`src/rtl/core/tccs_pkg.sv`:
```
// ----------------------------------------------------------------------------
// Text console package
// Word types, character codes, opcodes and the control/status structs
// shared by the console controller and datapath.
// ----------------------------------------------------------------------------
`timescale 1ns / 1ps

package tccs_pkg;

   localparam int OPCODE_W = 2;
   localparam int CHAR_W   = 8;
   localparam int COLOR_W  = 4;
   localparam int INDEX_W  = 11;
   localparam int COL_W    = 7;
   localparam int LINE_W   = 5;
   localparam int LOC_W    = 11;
   localparam int CELL_W   = 16;

   localparam logic [OPCODE_W-1:0] OP_PUT   = 2'd0;
   localparam logic [OPCODE_W-1:0] OP_CLEAR = 2'd1;
   localparam logic [OPCODE_W-1:0] OP_READ  = 2'd2;

   localparam logic [CHAR_W-1:0] CH_BS    = 8'h08;
   localparam logic [CHAR_W-1:0] CH_TAB   = 8'h09;
   localparam logic [CHAR_W-1:0] CH_LF    = 8'h0A;
   localparam logic [CHAR_W-1:0] CH_CR    = 8'h0D;
   localparam logic [CHAR_W-1:0] CH_SPACE = 8'h20;

   localparam logic [CELL_W-1:0] BLANK_CELL = 16'h0F20;

   typedef struct packed {
      logic [OPCODE_W-1:0] opcode;
      logic [CHAR_W-1:0]   char_code;
      logic [COLOR_W-1:0]  back_color;
      logic [COLOR_W-1:0]  fg_color;
      logic [INDEX_W-1:0]  cell_index;
   } req_type;

   typedef struct packed {
      logic [COL_W-1:0]  cursor_column;
      logic [LINE_W-1:0] cursor_line;
      logic [LOC_W-1:0]  cursor_location;
      logic [CELL_W-1:0] cell_value;
   } rsp_type;

   typedef struct packed {
      logic load_item;
      logic exec;
      logic clear_step;
      logic scroll_step;
      logic read_capture;
      logic load_rsp;
   } ctl_cmd_type;

   typedef struct packed {
      logic [OPCODE_W-1:0] opcode;
      logic                scroll_need;
      logic                clear_last;
      logic                scroll_last;
   } dp_sts_type;

endpackage

```
`src/rtl/core/tccs_ctrl.sv`:
```
// ----------------------------------------------------------------------------
// Text console controller
// Sequences accept, execute, memory sweeps and result delivery, and owns
// both handshakes.
// ----------------------------------------------------------------------------
`timescale 1ns / 1ps

module tccs_ctrl
   import tccs_pkg::*;
(
   input  logic        clock,
   input  logic        reset,
   input  logic        req_valid,
   output logic        req_ready,
   output logic        rsp_valid,
   input  logic        rsp_ready,
   input  dp_sts_type  sts,
   output ctl_cmd_type cmd
);

   localparam logic [2:0] ST_INIT   = 3'd0;
   localparam logic [2:0] ST_IDLE   = 3'd1;
   localparam logic [2:0] ST_EXEC   = 3'd2;
   localparam logic [2:0] ST_READ   = 3'd3;
   localparam logic [2:0] ST_SCROLL = 3'd4;
   localparam logic [2:0] ST_CLEAR  = 3'd5;
   localparam logic [2:0] ST_DONE   = 3'd6;

   logic [2:0] state_ff;
   logic [2:0] state_in;
   logic       rsp_valid_ff;
   logic       rsp_valid_in;

   always_comb begin
      state_in     = state_ff;
      cmd          = '0;
      rsp_valid_in = rsp_valid_ff && !rsp_ready;
      unique case (state_ff)
         ST_INIT: begin
            cmd.clear_step = 1'b1;
            if (sts.clear_last) begin
               state_in = ST_IDLE;
            end
         end
         ST_IDLE: begin
            if (req_valid) begin
               cmd.load_item = 1'b1;
               state_in      = ST_EXEC;
            end
         end
         ST_EXEC: begin
            cmd.exec = 1'b1;
            unique case (sts.opcode)
               OP_PUT:   state_in = sts.scroll_need ? ST_SCROLL : ST_DONE;
               OP_CLEAR: state_in = ST_CLEAR;
               OP_READ:  state_in = ST_READ;
               default:  state_in = ST_DONE;
            endcase
         end
         ST_READ: begin
            cmd.read_capture = 1'b1;
            state_in         = ST_DONE;
         end
         ST_SCROLL: begin
            cmd.scroll_step = 1'b1;
            if (sts.scroll_last) begin
               state_in = ST_DONE;
            end
         end
         ST_CLEAR: begin
            cmd.clear_step = 1'b1;
            if (sts.clear_last) begin
               state_in = ST_DONE;
            end
         end
         ST_DONE: begin
            if (!rsp_valid_ff || rsp_ready) begin
               cmd.load_rsp = 1'b1;
               rsp_valid_in = 1'b1;
               state_in     = ST_IDLE;
            end
         end
         default: begin
            state_in = ST_INIT;
         end
      endcase
   end

   always_ff @(posedge clock) begin
      if (reset) begin
         state_ff     <= ST_INIT;
         rsp_valid_ff <= 1'b0;
      end else begin
         state_ff     <= state_in;
         rsp_valid_ff <= rsp_valid_in;
      end
   end

   assign req_ready = (state_ff == ST_IDLE);
   assign rsp_valid = rsp_valid_ff;

endmodule

```
`config.mk`:
```
export PLATFORM = sky130hd
export DESIGN_NAME = tccs_ctrl
export DESIGN_NICKNAME = d
export VERILOG_FILES = /design/src/rtl/core/tccs_pkg.sv /design/src/rtl/core/tccs_ctrl.sv
export SDC_FILE = /design/constraint.sdc
export NUM_CORES = 1
export LEC_CHECK = 0
export BUFFER_PORTS_ARGS = -buffer_cell sky130_fd_sc_hd__buf_2
export CAP_MARGIN = 25
export CORE_AREA = 3 3 40 42
export DETAILED_ROUTE_END_ITERATION = 6
export DIE_AREA = 0 0 43 45
export GPL_ROUTABILITY_DRIVEN = 0
export SYNTH_ARGS = -nofsm -noshare
export SYNTH_HDL_FRONTEND = slang
export SYNTH_SLANG_ARGS = --single-unit
```
`constraint.sdc`:
```
create_clock -name clock -period 2 [get_ports clock]
set_input_delay 0.2 -clock clock [delete_from_list [all_inputs] [get_ports clock]]
set_output_delay 0.2 -clock clock [all_outputs]
set_load 0.02 [all_outputs]
```
==> metrics.csv, run 1 <==
metric,value,unit
status,finished clean,
Most used DFF post-synth,dfxtp_1,
Synth Area in Compound Gates,23.4,%
power density cells,1150,nW/um2
die area,1940,um2
CTS buffer count,3,
hold crit path type,input port to register,
Post-CTS Setup Bufs,0,
Area contributors post-synth,"dfxtp_1 19%, ha_1 9.0%, buf_6 8.1%",
Ports,17,
Setup TNS Final,0,ns
CP Capture Type,output port,
post-synthesis simple-gate area fraction,25.5,%
Root Driver,clkbuf_4,
Clock Path Buffers,2,
CTS Hold Bufs,0,
Die X,43,um
initial DRC count,4,
DRT Wirelength,775,um
largest net degree at the start of global routing,16,
Yosys top cell area share,19.2,%
Synth area leader,dfxtp_1,
final core utilization,38.7,%
Setup WS post-layout,0.362,ns
DR WL/cell,9.45,um
"count leader, synth",o21ai_1,
# Max-Cap Violations,0,
remaining global-route overflow,0,
# port buffers,16,
Pre-antenna DRT Iters,4,
Peak supply drop,0.401,mV
routed vias/inst,4.79,
Yosys reg bits,4,
RSZ-0062 raised after global routing,false,
cell area after synthesis,417,um2
Yosys cell types,26,
nets,81,
TritonCTS clock tree,done,
Post-Synth XOR/XNOR Area,2.10,%
via count,393,
htree depth,1,
gr usage total,8.75,%
Synth warnings,0,
Setup Viol. Count Final,0,
Final Max Slew Viols,0,
Layout area overhead,19.2,%
Final Hold Fails,0,
hpwl dp,613,um
Clock Sinks,4,
num rows,13,
number of inserted diodes,0,
cells after synthesis,52,
initial antenna violation count,0,
number of global-route vias before repair,344,
Antenna Nets Post-Route,0,
layout cell share with drive strength beyond 1,34.3,%
Critical Path RT,1.80,ns
arrival time at the worst endpoint,1.44,ns
first-pass GRT wire length,1.32,mm
Post-Synth Adder-Cell Area,9.01,%
clock slew at reported path FFs,0.04,ns
post-CTS sizing,0,
Rel. slew slack,62.6,%
register area share after synthesis,19.2,%
Setup WS pre-CTS,0.571,ns
Initial Util,32.4,%
fmax,610,MHz
"Clk Latency, worst-skew pair",0.23,ns
syn_area_per_cell,8.01,um2
syn_nets,64,
Final Cycle Share,81.9,%
drt drc,0,
critical path peak fanout,15,
number of synthesized flops with an enable pin,0,
largest family of logic cells by synthesized area,simple AND/OR/NAND/NOR gates,
kind of start point of the critical path,register,
Final Skew,0.000276,ns
static leakage,0.241,nW
Async SR Flop Fraction,0,%
worst slew pin tran,0.560,ns
CORE AREA,1280,um2
DIE HEIGHT,45,um
Setup CP Type,register to output port,
Post-synth top cells,"6 x o21ai_1, 5 x nor2_1, 4 x dfxtp_1",
post-synthesis mux area share,7.21,%
Tmin final,1.64,ns
==> area by class of cell <==
class	instances	area, um2
fill	137	788
clock buffer	3	22.5
inverter	4	15.0
sequential	4	80.1
timing repair buffer	16	80.1
multi-input combinational	40	280
tap	15	18.8
==> report_power, final <==
| part | internal, mW | leakage, nW | switching [mW] | total (mW) |
|---|---|---|---|---|
| Combinational | 0.137 | 0.194 | 0.155 | 0.292 |
| Clock | 0.0669 | 0.0138 | 0.0293 | 0.0962 |
| Sequential | 0.102 | 0.0327 | 0.0800 | 0.182 |
| Total | 0.306 | 0.241 | 0.264 | 0.570 |
==> sequential cells by signal, indices dropped and copies added (netlist names) <==
signal,flops
rsp_valid,1
state_ff,3
==> cell families after synthesis <==
family,count (synthesis)
mux,3
compound gates,15
buf+inv,8
simple gates,18
flops,4
fa+ha+maj,3
xor+xnor,1
==> per-layer routing <==
layer / GRT usage [%] / wire length (um) / up-vias
met1: 11.1 / 374 / 167
met5: 0 / 0 / -
met2: 14.1 / 334 / 14
met3: 2.39 / 65 / 0
met4: 3.61 / 0 / 0
li1: - / - / 212
==> cells in the final DEF, fill, tap and decap left out, drive strengths merged, types with 2 or more instances in the layout <==
cell / n
ha: 3
buf: 16
nand2b: 4
nor2: 5
mux2i: 3
a21oi: 3
dfxtp: 4
a31oi: 2
inv: 4
clkbuf: 3
and2: 2
o21ai: 7
nand2: 2
==> path summary, 6_finish.rpt <==
check | cells after the start | from | to | slack (ns)
setup / recovery | 3 | state_ff[0] | cmd[0] | 0.36
hold reg to reg | 2 | rsp_valid | rsp_valid | 0.62
setup reg to reg | 4 | state_ff[0] | state_ff[0] | 0.59
hold / removal | 2 | reset | state_ff[2] | 0.20
==> critical path, cell delays in order (launching register included) <==
cell and delay (ns):
dfxtp_1 0.67, nand3b_1 0.21, and2b_1 0.18, buf_2 0.15
==> through the flow <==
step           std cells  hold slack, ns  total power, mW  area [um2]
4_1_cts               82           0.193            0.581         497
5_1_grt               82           0.202            0.623         497
2_1_floorplan         52           0.269            0.457         417
3_5_place_dp          79           0.435            0.480         474
6_report              82           0.202            0.570         497
3_3_place_gp          79           0.440            0.475         474
Note: power is estimated with default switching activity, not from simulation.
==> run 2: changes to the inputs <==
==> constraint.sdc (replaced) <==
create_clock -name clock -period 1.4 [get_ports clock]
set_input_delay 0.14 -clock clock [delete_from_list [all_inputs] [get_ports clock]]
set_output_delay 0.14 -clock clock [all_outputs]
set_load 0.02 [all_outputs]
==> metrics.csv, run 2 (synthesized netlist as in run 1, its figures left out) <==
metric,value,unit,change
hold crit path type,input port to register,,unchanged
DR WL/cell,10.3,um,was 9.45 um
status,finished clean,,unchanged
htree depth,1,,unchanged
Setup TNS Final,0,ns,unchanged
initial antenna violation count,0,,unchanged
Final Power,0.890,mW,was 0.570 mW
number of global-route vias before repair,363,,was 344
"Clk Latency, worst-skew pair",0.23,ns,about the same
kind of start point of the critical path,register,,unchanged
WHS,0.128,ns,was 0.202 ns
DIE HEIGHT,45,um,unchanged
final core utilization,40.9,%,was 38.7%
power density cells,1690,nW/um2,was 1150 nW/um2
# Max-Cap Violations,0,,unchanged
first-pass GRT wire length,1.43,mm,was 1.32 mm
hpwl dp,685,um,was 613 um
Layout area overhead,26.1,%,was 19.2%
CTS buffer count,3,,unchanged
Largest register FFs,3,,unchanged
layout cell share with drive strength beyond 1,41.4,%,was 34.3%
drt drc,0,,unchanged
largest net degree at the start of global routing,14,,was 16
clock slew at reported path FFs,0.04,ns,about the same
arrival time at the worst endpoint,1.16,ns,was 1.44 ns
Final Hold Fails,0,,unchanged
die area,1940,um2,unchanged
DRT Wirelength,873,um,was 775 um
fin cells,85,,was 82
# placed instances,82,,was 79
CORE AREA,1280,um2,unchanged
critical path peak fanout,13,,was 15
Setup WS pre-CTS,0.122,ns,was 0.571 ns
TritonCTS clock tree,done,,unchanged
"most common cell after layout, fill and taps aside",buf_2,,unchanged
Final Cell Area,526,um2,was 497 um2
Peak supply drop,0.567,mV,was 0.401 mV
Clock Sinks,4,,unchanged
gr usage total,9.83,%,was 8.75%
Pre-antenna DRT Iters,4,,unchanged
num rows,13,,unchanged
Critical Path RT,1.26,ns,was 1.80 ns
Setup Viol. Count Final,0,,unchanged
RSZ-0062 raised after global routing,false,,unchanged
DP Area,497,um2,was 474 um2
Setup WS post-layout,0.104,ns,was 0.362 ns
CP Capture Type,output port,,unchanged
nets,84,,was 81
static leakage,0.258,nW,was 0.241 nW
Final Cycle Share,92.6,%,
Reg with most FFs,state_ff,,unchanged
Ports,17,,unchanged
CTS Hold Bufs,0,,unchanged
initial DRC count,7,,was 4
Rel. slew slack,87.9,%,was 62.6%
# port buffers,16,,unchanged
routed vias/inst,4.73,,was 4.79
fmax,772,MHz,
Final Max Slew Viols,0,,unchanged
number of inserted diodes,0,,unchanged
Setup CP Type,register to output port,,unchanged
most frequent cells in the layout,"16 x buf_2, 6 x o21ai_1, 5 x nor2_1",,"was 16 x buf_2, 6 x o21ai_1, 5 x nor2_1, 4 x dfxtp_1"
Tmin final,1.30,ns,
Clock Path Buffers,2,,unchanged
Final Skew,0.00108,ns,was 0.000276 ns
worst slew pin tran,0.177,ns,was 0.560 ns
Root Driver,clkbuf_4,,unchanged
Initial Util,32.4,%,unchanged
remaining global-route overflow,0,,unchanged
via count,402,,was 393
Antenna Nets Post-Route,0,,unchanged
Die X,43,um,unchanged
run 2: path summary, 6_finish.rpt:
kind                                  start          end  slack, ns  cells past startpoint
worst max-delay path            state_ff[2]       cmd[5]       0.10                      4
worst min-delay path                  reset  state_ff[2]       0.13                      2
worst max register to register  state_ff[0]  state_ff[0]       0.24                      5
worst min register to register  state_ff[0]  state_ff[1]       0.56                      2
run 2: report_power, final:
part	total (mW)	internal [mW]	switching, mW	leakage, nW
sequential	0.232	0.155	0.0768	0.0341
combinational	0.517	0.241	0.276	0.210
clock	0.140	0.0957	0.0447	0.0138
total	0.890	0.492	0.398	0.258
run 2: timing repair:
| item | 4_1_cts | 5_1_grt |
|---|---|---|
| resized for setup | 2 | 2 |
| gates cloned | 0 | 0 |
| setup endpoints to repair | 4 | 4 |
| buffers inserted | 0 | 0 |
| pin swaps | 0 | 0 |
run 2: final cells by class:
type | instances | area [um2]
clock buffers | 3 | 22.5
fillers | 136 | 759
inverters | 4 | 15.0
multi-input cells | 40 | 280
flip-flops and latches | 4 | 86.3
well taps | 15 | 18.8
repair buffers | 19 | 103
run 2: per-layer routing:
layer	up-vias	wire [um]	GRT usage (%)
met5	-	0	0
met4	0	0	5.42
met3	0	57	3.59
met2	18	386	14.1
met1	164	429	12.8
li1	220	-	-
run 2: worst max-delay path, stage by stage (launching register included):
cell	delay, ns
dfxtp_4	0.38
nand2b_4	0.16
nor2_1	0.10
and2_1	0.13
buf_2	0.15
==> run 3: changes to the inputs <==
==> constraint.sdc (replaced) <==
create_clock -name clock -period 1.4 [get_ports clock]
set_input_delay 0.14 -clock clock [delete_from_list [all_inputs] [get_ports clock]]
set_output_delay 0.14 -clock clock [all_outputs]
set_load 0.01 [all_outputs]
==> metrics.csv, run 3 (synthesized netlist as in run 1, its figures left out) <==
metric,value,unit,change
status,finished clean,,unchanged
CTS buffer count,3,,unchanged
via count,406,,was 402
fin cells,84,,was 85
Peak supply drop,0.511,mV,was 0.567 mV
"most common cell after layout, fill and taps aside",buf_2,,unchanged
largest net degree at the start of global routing,14,,unchanged
Clock Sinks,4,,unchanged
Setup TNS Final,0,ns,unchanged
Setup CP Type,register to output port,,unchanged
power density cells,1580,nW/um2,was 1690 nW/um2
DIE HEIGHT,45,um,unchanged
# Max-Cap Violations,0,,unchanged
Setup Viol. Count Final,0,,unchanged
Final Cycle Share,94.2,%,was 92.6%
Final Max Slew Viols,0,,unchanged
static leakage,0.252,nW,was 0.258 nW
arrival time at the worst endpoint,1.18,ns,was 1.16 ns
critical path peak fanout,13,,unchanged
# port buffers,16,,unchanged
first-pass GRT wire length,1.35,mm,was 1.43 mm
post-CTS sizing,3,,was 2
drt drc,0,,unchanged
WP buf/inv,1,,unchanged
Hold Path Origin,reset,,unchanged
Final Skew,0.0000641,ns,was 0.00108 ns
fmax,759,MHz,was 772 MHz
htree depth,1,,unchanged
max incr delay on CP,0.45,ns,was 0.38 ns
CP Capture Type,output port,,unchanged
initial DRC count,1,,was 7
"Largest delay share family, worst path",flip-flops,,was simple AND/OR/NAND/NOR gates
remaining global-route overflow,0,,unchanged
number of global-route vias before repair,332,,was 363
TritonCTS clock tree,done,,unchanged
Setup WS post-layout,0.0817,ns,was 0.104 ns
Setup WS pre-CTS,0.114,ns,was 0.122 ns
CP max stage cell,dfxtp_2,,was dfxtp_4
DP Area,489,um2,was 497 um2
Final Hold Fails,0,,unchanged
clock slew at reported path FFs,0.04,ns,about the same
die area,1940,um2,unchanged
crit-path cells,"nand2b_4, nor2_1, and2_1, buf_2",,unchanged
Clock Path Buffers,2,,unchanged
Tmin final,1.32,ns,was 1.30 ns
"Clk Latency, worst-skew pair",0.23,ns,about the same
worst r2r src,state_ff[0],,unchanged
Critical Path RT,1.26,ns,about the same
gr usage total,9.17,%,was 9.83%
CORE AREA,1280,um2,unchanged
CTS Hold Bufs,0,,unchanged
hpwl dp,651,um,was 685 um
Antenna Nets Post-Route,0,,unchanged
Layout area overhead,23.7,%,was 26.1%
routed vias/inst,4.83,,was 4.73
final core utilization,40.1,%,was 40.9%
Final Cell Area,515,um2,was 526 um2
kind of start point of the critical path,register,,unchanged
hold crit path type,input port to register,,unchanged
crit path launch,state_ff[2],,unchanged
nets,83,,was 84
number of inserted diodes,0,,unchanged
Initial Util,32.4,%,unchanged
DR WL/cell,9.70,um,was 10.3 um
# placed instances,81,,was 82
Post-CTS Setup Bufs,0,,unchanged
Die X,43,um,unchanged
Ports,17,,unchanged
Largest register FFs,3,,unchanged
worst slew pin tran,0.225,ns,was 0.177 ns
DRT Wirelength,815,um,was 873 um
Rel. slew slack,85.0,%,was 87.9%
initial antenna violation count,0,,unchanged
Pre-antenna DRT Iters,2,,was 4
Reg with most FFs,state_ff,,unchanged
layout cell share with drive strength beyond 1,40.6,%,was 41.4%
Root Driver,clkbuf_4,,unchanged
most frequent cells in the layout,"16 x buf_2, 6 x o21ai_1, 5 x nor2_1",,unchanged
num rows,13,,unchanged
RSZ-0062 raised after global routing,false,,unchanged
[run 3: path summary, 6_finish.rpt]
path                                     to  slack (ns)  cells after the start
worst max register to register  state_ff[0]        0.24                      5
worst min register to register  state_ff[1]        0.55                      2
worst min-delay path            state_ff[2]        0.13                      2
worst max-delay path                 cmd[5]        0.08                      4
[run 3: per-layer routing]
metal | vias to the layer above | track usage [%] | routed length, um
met2 | 14 | 13.8 | 351
met4 | 0 | 3.61 | 0
li1 | 216 | - | -
met3 | 0 | 3.59 | 56
met5 | - | 0 | 0
met1 | 176 | 11.8 | 407
[run 3: final cells by class]
| class | instances | area (um2) |
|---|---|---|
| fillers | 135 | 769 |
| multi-input cells | 40 | 280 |
| repair buffers | 18 | 95.1 |
| flip-flops and latches | 4 | 83.8 |
| clock buffers | 3 | 22.5 |
| well taps | 15 | 18.8 |
| inverters | 4 | 15.0 |
[run 3: through the flow]
| step | total power, mW | hold slack, ns |
|---|---|---|
| 3_5_place_dp | 0.676 | 0.374 |
| 4_1_cts | 0.831 | 0.121 |
| 3_3_place_gp | 0.670 | 0.378 |
| 6_report | 0.815 | 0.131 |
| 2_1_floorplan | 0.601 | 0.209 |
| 5_1_grt | 0.889 | 0.143 |
[run 3: worst reg2reg max path, stage by stage, from the launching register on]
cell and delay [ns]:
dfxtp_2 0.36, buf_4 0.16, nor3_1 0.21, a21oi_2 0.05, o21ai_2 0.12, mux2i_1 0.18
[run 3: where the power goes]
group          total [mW]  switching, mW  internal [mW]
clock network       0.136         0.0410         0.0955
registers           0.239         0.0856          0.153
logic               0.439          0.209          0.230
